### config.mk
export PLATFORM = sky130hd
export DESIGN_NAME = fmit_rng
export DESIGN_NICKNAME = d
export VERILOG_FILES = /design/src/hw/rtl/fmit_pkg.sv /design/src/hw/rtl/fmit_rng.sv
export SDC_FILE = /design/constraint.sdc
export NUM_CORES = 1
export LEC_CHECK = 0
export BUFFER_PORTS_ARGS = -buffer_cell sky130_fd_sc_hd__buf_2
export CAP_MARGIN = 10
export CORE_MARGIN = 2
export CORE_UTILIZATION = 55
export CTS_BUF_LIST = sky130_fd_sc_hd__clkbuf_4 sky130_fd_sc_hd__clkbuf_8
export DETAILED_ROUTE_END_ITERATION = 16
export MAX_ROUTING_LAYER = met4
export PLACE_DENSITY = 0.78
export SLEW_MARGIN = 10
export SYNTH_ARGS = -nofsm -noshare
export SYNTH_HDL_FRONTEND = slang
export SYNTH_SLANG_ARGS = --single-unit
### constraint.sdc
create_clock -name clk -period 2.7 [get_ports clk]
set_input_delay 0.405 -clock clk [delete_from_list [all_inputs] [get_ports clk]]
set_output_delay 0.405 -clock clk [all_outputs]
set_load 0.02 [all_outputs]
### src/hw/rtl/fmit_pkg.sv
// ----------------------------------------------------------------------------
// fmit_pkg
// Shared constants and types of the frog model infection time core.
// ----------------------------------------------------------------------------
package fmit_pkg;

    localparam int MaxFrogsDefault   = 65536;
    localparam int GridWidthDefault  = 2048;
    localparam int GridHeightDefault = 512;

    localparam logic [63:0] MixMult = 64'h2545F4914F6CDD1D;

    localparam logic [1:0] OUT_HIT      = 2'd0;
    localparam logic [1:0] OUT_LIMIT    = 2'd1;
    localparam logic [1:0] OUT_OVERFLOW = 2'd2;

    localparam logic [2:0] CFG_TARGET_X = 3'd0;
    localparam logic [2:0] CFG_WIN_LO   = 3'd1;
    localparam logic [2:0] CFG_WIN_HI   = 3'd2;
    localparam logic [2:0] CFG_Y_HALF   = 3'd3;
    localparam logic [2:0] CFG_BOX_LO   = 3'd4;
    localparam logic [2:0] CFG_BOX_HI   = 3'd5;
    localparam logic [2:0] CFG_LIMIT    = 3'd6;

    typedef struct packed {
        logic [10:0] target_x;
        logic signed [11:0] window_x_low;
        logic [10:0] window_x_high;
        logic [7:0]  y_half_extent;
        logic signed [12:0] box_x_low;
        logic [11:0] box_x_high;
        logic [23:0] step_limit;
    } cfg_t;

    // xorshift64 state update
    function automatic logic [63:0] xs_next(input logic [63:0] s);
        logic [63:0] x;
        x = s ^ (s >> 12);
        x = x ^ (x << 25);
        x = x ^ (x >> 27);
        return x;
    endfunction

    // reflect once off walls; computed at 15 bits, result wraps to store width
    function automatic logic signed [14:0] reflect(input logic signed [14:0] v,
                                                   input logic signed [14:0] lo,
                                                   input logic signed [14:0] hi);
        logic signed [14:0] r;
        r = v;
        if (v > hi)
            r = (hi <<< 1) - v;
        else if (v < lo)
            r = (lo <<< 1) - v;
        return r;
    endfunction

endpackage

### src/hw/rtl/fmit_rng.sv
// ----------------------------------------------------------------------------
// fmit_rng
// xorshift64* direction generator: the direction comes combinationally from
// the updated state, which is stored when the generator advances.
// ----------------------------------------------------------------------------
module fmit_rng
(
    input  logic        clk,
    input  logic        rst_n,
    input  logic        load,
    input  logic [63:0] seed,
    input  logic        advance,
    output logic [1:0]  dir
);
    import fmit_pkg::*;

    logic [63:0] state_reg;
    logic [63:0] state_next;

    // only the low two product bits matter: they depend on low two bits only
    assign state_next = xs_next(state_reg);

    always_ff @(posedge clk or negedge rst_n)
    begin
        if (!rst_n)
            state_reg <= '0;
        else if (load)
            state_reg <= seed | 64'd1;
        else if (advance)
            state_reg <= state_next;
    end

    logic [1:0] prod;
    assign prod = 2'(state_next[1:0] * MixMult[1:0]);
    assign dir  = prod;
endmodule

==> flow_summary.json, run 1 <==
{
  "syn2layout_area_growth_pct": 13.8,
  "synth_seq_area_share_pct": 35.4,
  "final_nets": 579,
  "initial_core_util_pct": 56.0,
  "globalRouteOverflowTotal": 0,
  "routed_wl_um": 10100,
  "min_period_ns": 2.21,
  "grt_max_degree": 68,
  "relSlewSlack_pct": 58.4,
  "yosysWarnings": 0,
  "core_area_mm2": 0.00809,
  "gp_congestion": 0.823,
  "yosys_register_bits": 64,
  "avgSynthCellArea_um2": 10.1,
  "slowest_delay_ns": 0.47,
  "synthesis.nets": 515,
  "crit_fanout": 4,
  "crit_slowest_cell": "dfrtp_1",
  "syn_area_mm2": 0.00453,
  "ant_nets": 0,
  "ctsResizeCount": 0,
  "clock_skew_ns": 0.00539,
  "ys.flop_type": "dfrtp_1",
  "drive_above_1_share_pct": 20.1,
  "cts_setup_buffers": 0,
  "routedWlPerCell_um": 16.3,
  "hp-class": "in2async",
  "dr.first_iter.drc_count": 136,
  "finalSetupViolCount": 0,
  "die-width_um": 94.7,
  "viasPerCell": 5.47,
  "status": "complete, no violations",
  "cp.arrival_ns": 1.80,
  "design_area_mm2": 0.00516,
  "p_leak_nw": 2.37,
  "drv_slew": 0,
  "antenna_found_initial": 0,
  "placed_area_mm2": 0.00497,
  "tightest_slew_ns": 0.624,
  "async_flop_share_pct": 100,
  "maxCapViolations": 0,
  "drc_errors": 0,
  "first_global_vias": 3421,
  "io_pins": 70,
  "rsz0062_at_grt": "false",
  "fin_crit_sh_pct": 81.7,
  "hpwl_um": 7190,
  "clkLatencyLatePin_ns": 0.34,
  "grt_pass1_wl_um": 16700,
  "power_density_mw_per_mm2": 1710,
  "fill_cells": 705,
  "first_pass_iters": 4,
  "clock_path_buffers": 2,
  "largest_reg_flops": 64,
  "antenna_cells": 0,
  "path_class": "reg2out",
  "fmax_mhz": 453,
  "synth-edff-count": 0,
  "setup_tns_ns": 0,
  "critPathRequiredTime_ns": 2.30,
  "num_vias": 3382,
  "clkTransAtPathRegs_ns": 0.07,
  "std_cell_rows": 33,
  "numPortBuffers": 68,
  "tritoncts.num_buffers": 9,
  "die_area_mm2": 0.00898,
  "track_usage_pct": 25.3,
  "die_h_um": 94.7,
  "h-tree-depth": 3,
  "hold_buffers": 0,
  "worstSetupStartpointType": "register",
  "hold_viol": 0,
  "peakVddDrop_v": 0.000667,
  "crit_chain": "xor2_2, xnor2_1, xor2_1, buf_2",
  "cts.sinks": 64,
  "synth.distinct_cells": 22,
  "worstSetupEndpointType": "output port",
  "root_buffer": "clkbuf_8",
  "cts_tree": "yes",
  "synthCells": 447
}
[worst max-delay path, delay by kind of cell, from the launching register on]
family	cells	cell delay (ns)
xor+xnor	3	0.81
flops	1	0.47
buf+inv	1	0.18
[metal layers]
layer	up-vias	global-route usage, %	part of all wire, %	wire length [um]
met2	94	40.4	49	4920
li1	1658	-	-	-
met3	12	3.91	4.8	489
met4	0	7.85	1.5	153
met5	-	-	0	0
met1	1618	33.5	45	4540
[cells in the mapped netlist (12+ instances only)]
library cell	count	share of area, %
nand2_1	30	2.5
xnor3_1	25	12
xnor2_2	12	4.3
xnor2_1	70	14
dfrtp_1	64	35
a31oi_1	25	3.5
o21ai_0	62	6.9
clkbuf_1	22	1.8
xor2_1	29	5.6
nor2_1	37	3.1
or3_1	25	3.5
mux2i_1	17	3.8
[layout by cell type, fill, tap and decap left out, types with 12 or more instances in the layout]
cell type  instances
or3_1             25
xnor2_2           12
mux2i_1           17
xor2_1            29
a31oi_1           25
dfrtp_1           64
o21ai_0           62
buf_2             68
nor2_1            37
nand2_1           30
xnor3_1           25
xnor2_1           70
[metrics by stage]
step                      hold WS, ns  util [%]  std cells  worst slack (ns)  total power [W]
after floorplan                 0.109         -        447             0.954          0.00693
after global placement          0.415      61.5        605             0.856          0.00772
after detailed placement        0.416      61.5        605             0.824          0.00797
after CTS                      0.0484      63.7        618             0.462          0.00883
after global routing           0.0719      63.7        618             0.383          0.00947
final                          0.0415      63.7        618             0.494          0.00879
[power breakdown]
group	internal [W]	leakage [nW]	total (W)	switching (W)
combinational	0.00334	1.52	0.00583	0.00250
sequential	0.00143	0.752	0.00215	0.000725
clock	0.000458	0.0952	0.000807	0.000350
[logic make-up (layout without fill, tap and decap cells)]
| group | after synthesis | count (layout) | share of synthesized area, % |
|---|---|---|---|
| XOR/XNOR | 137 | 137 | 36.2 |
| AND/OR/NAND/NOR | 105 | 105 | 10.8 |
| AO/OA/AOI/OAI | 98 | 98 | 11.6 |
| flip-flops | 64 | 64 | 35.4 |
| buffers and inverters | 26 | 92 | 2.18 |
| multiplexers | 17 | 17 | 3.76 |
[worst paths after layout]
path                               startpoint             to  slack (ns)  depth (start not counted)
worst max register to register  state_reg[12]  state_reg[25]        0.91                          4
worst min register to register   state_reg[2]   state_reg[2]        0.60                          2
worst min-delay path                    rst_n  state_reg[52]        0.04                          1
min in group clk                     seed[37]  state_reg[37]        0.27                          3
max in group asynchronous               rst_n  state_reg[17]        2.00                          2
worst max-delay path            state_reg[27]         dir[0]        0.49                          4
[area by class of cell]
cell class | instances | area, um^2 | share of cell area (%)
clock buffer | 12 | 153 | 2.96
clock inverter | 1 | 30.0 | 0.582
inverter | 3 | 11.3 | 0.218
multi-input combinational | 357 | 2830 | 54.9
sequential | 64 | 1600 | 31.1
tap | 105 | 131 | 2.55
timing repair buffer | 76 | 400 | 7.77
Power figures use the tool's default switching activity.
==> inputs of run 2 (changes only) <==
--- a/config.mk
+++ b/config.mk
@@ -8,11 +8,11 @@
 export BUFFER_PORTS_ARGS = -buffer_cell sky130_fd_sc_hd__buf_2
 export CAP_MARGIN = 10
 export CORE_MARGIN = 2
-export CORE_UTILIZATION = 55
+export CORE_UTILIZATION = 54
 export CTS_BUF_LIST = sky130_fd_sc_hd__clkbuf_4 sky130_fd_sc_hd__clkbuf_8
 export DETAILED_ROUTE_END_ITERATION = 16
 export MAX_ROUTING_LAYER = met4
-export PLACE_DENSITY = 0.78
+export PLACE_DENSITY = 0.79
 export SLEW_MARGIN = 10
 export SYNTH_ARGS = -nofsm -noshare
 export SYNTH_HDL_FRONTEND = slang
==> constraint.sdc (replaced) <==
create_clock -name clk -period 2 [get_ports clk]
set_input_delay 0.3 -clock clk [delete_from_list [all_inputs] [get_ports clk]]
set_output_delay 0.3 -clock clk [all_outputs]
set_load 0.02 [all_outputs]
==> run 2 against run 1 <==
Against the previous run:
- sequential cell count unchanged
- global-route usage increased by 0.41 points
- combinational power increased by 42%
- non-clock buffer count increased by 9
- sequential share of layout area decreased by 0.80 points
- core utilization increased by 1.0 points
- critical path depth unchanged
- clock power increased by 47%
- total power increased by 41%
- clock skew increased by 0.0014 ns
- hold slack improved by 0.10 ns
- worst setup slack got worse by 0.49 ns
==> flow_summary.json, run 2 (synthesis results as in run 1) <==
{
  "clock_skew_ns": 0.00677,
  "setup_tns_ns": 0,
  "cts.sinks": 64,
  "viasPerCell": 5.59,
  "h-tree-depth": 3,
  "design_area_mm2": 0.00529,
  "initial_core_util_pct": 55.4,
  "hpwl_um": 7360,
  "fin_crit_sh_pct": 99.6,
  "hp-class": "in2reg",
  "root_buffer": "clkbuf_8",
  "track_usage_pct": 25.7,
  "die_h_um": 95.6,
  "dr_wl_met3_um": 560,
  "dr.first_iter.drc_count": 184,
  "die_area_mm2": 0.00914,
  "routed_wl_um": 10700,
  "critPathLaunch": "state_reg[28]",
  "status": "complete, no violations",
  "gp_congestion": 0.831,
  "crit_fanout": 4,
  "top_layer_used": "met4",
  "maxCapViolations": 0,
  "dpl_worst_slack_ns": 0.216,
  "cp.arrival_ns": 1.69,
  "min_period_ns": 1.99,
  "tritoncts.num_buffers": 9,
  "first_pass_iters": 4,
  "syn2layout_area_growth_pct": 16.9,
  "clock_path_buffers": 2,
  "placed_area_mm2": 0.00505,
  "worstSetupEndpointType": "output port",
  "path_class": "reg2out",
  "core_area_mm2": 0.00818,
  "tightest_slew_ns": 0.666,
  "worstSetupStartpointType": "register",
  "finalSetupViolCount": 0,
  "hold_viol": 0,
  "drc_errors": 0,
  "hold_depth": 3,
  "peakVddDrop_v": 0.000917,
  "cts_tree": "yes",
  "final_cell_mix": "68 x xnor2_1, 68 x buf_2, 64 x dfrtp_1, 62 x o21ai_0, 37 x nor2_1",
  "clkTransAtPathRegs_ns": 0.07,
  "clkLatencyLatePin_ns": 0.36,
  "numPortBuffers": 68,
  "largest_reg_flops": 64,
  "num_vias": 3524,
  "timing.rr.start": "state_reg[38]",
  "die-width_um": 95.6,
  "met2_length_um": 5130,
  "drive_above_1_share_pct": 22.5,
  "rsz0062_at_grt": "true",
  "antenna_cells": 0,
  "globalRouteOverflowTotal": 0,
  "relSlewSlack_pct": 55.6,
  "r2r_cells": 4,
  "fmax_mhz": 502,
  "grt_max_degree": 68,
  "fill_cells": 683,
  "io_pins": 70,
  "grt_pass1_wl_um": 17100,
  "drv_slew": 0,
  "ant_nets": 0,
  "cts_setup_buffers": 0,
  "routedWlPerCell_um": 17.0,
  "setup_slack_ns": 0.00793,
  "antenna_found_initial": 0,
  "std_cell_rows": 33,
  "place_inst": 613,
  "final_nets": 588,
  "p_leak_nw": 2.44,
  "r2r-end": "state_reg[11]",
  "first_global_vias": 3530,
  "r2r_setup_slack_ns": 0.23,
  "endpoint": "dir[1]",
  "stdcell_count": 630,
  "critPathRequiredTime_ns": 1.70,
  "m1WireLength_um": 4820,
  "power_density_mw_per_mm2": 2350
}
==> run 2: worst max-delay path, stage by stage (launching register included) <==
cell	delay, ns
dfrtp_1	0.47
xnor2_2	0.31
xnor2_2	0.18
xnor2_1	0.17
buf_2	0.20
==> run 2: final cells by class <==
cell class                 count  area, um^2  share of cell area (%)
clock buffer                  13         166                    3.14
timing repair buffer          85         483                    9.13
sequential                    64        1600                    30.3
tap                          105         131                    2.48
multi-input combinational    357        2860                    54.0
inverter                       3        11.3                   0.213
clock inverter                 3        40.0                   0.757
==> run 2: worst min-delay path by stage <==
| stage | from | end | slack, ns |
|---|---|---|---|
| 4_1_cts | seed[38] | state_reg[38] | 0.14 |
| 6_report | seed[63] | state_reg[63] | 0.15 |
| 2_1_floorplan | rst_n | state_reg[0] | 0.004 |
| 5_1_grt | seed[38] | state_reg[38] | 0.15 |
| 3_3_place_gp | rst_n | state_reg[52] | 0.35 |
| 3_5_place_dp | rst_n | state_reg[40] | 0.35 |
==> run 2: power breakdown <==
group          switching (W)  total [W]  internal (W)
Clock               0.000525    0.00119      0.000668
Sequential           0.00102    0.00294       0.00192
Combinational        0.00351    0.00828       0.00477
Total                0.00506     0.0124       0.00736
==> run 2: repair_timing <==
action,in CTS,in global routing
hold buffers,1,0
endpoints found under the setup margin,1,2
resized for setup,1,3
endpoints found under the hold margin,64,0
==> run 2: routing by layer <==
metal / track usage, % / up-vias
met5: - / -
li1: - / 1677
met3: 5.22 / 18
met2: 39.7 / 106
met4: 7.62 / 0
met1: 34.5 / 1723
==> run 2: through the flow <==
stage / hold WS [ns] / util (%) / power (W)
after floorplan: 0.00441 / - / 0.00935
after global placement: 0.351 / 61.7 / 0.0107
after detailed placement: 0.348 / 61.7 / 0.0111
after CTS: 0.140 / 64.5 / 0.0124
after global routing: 0.153 / 64.7 / 0.0133
final: 0.146 / 64.7 / 0.0124
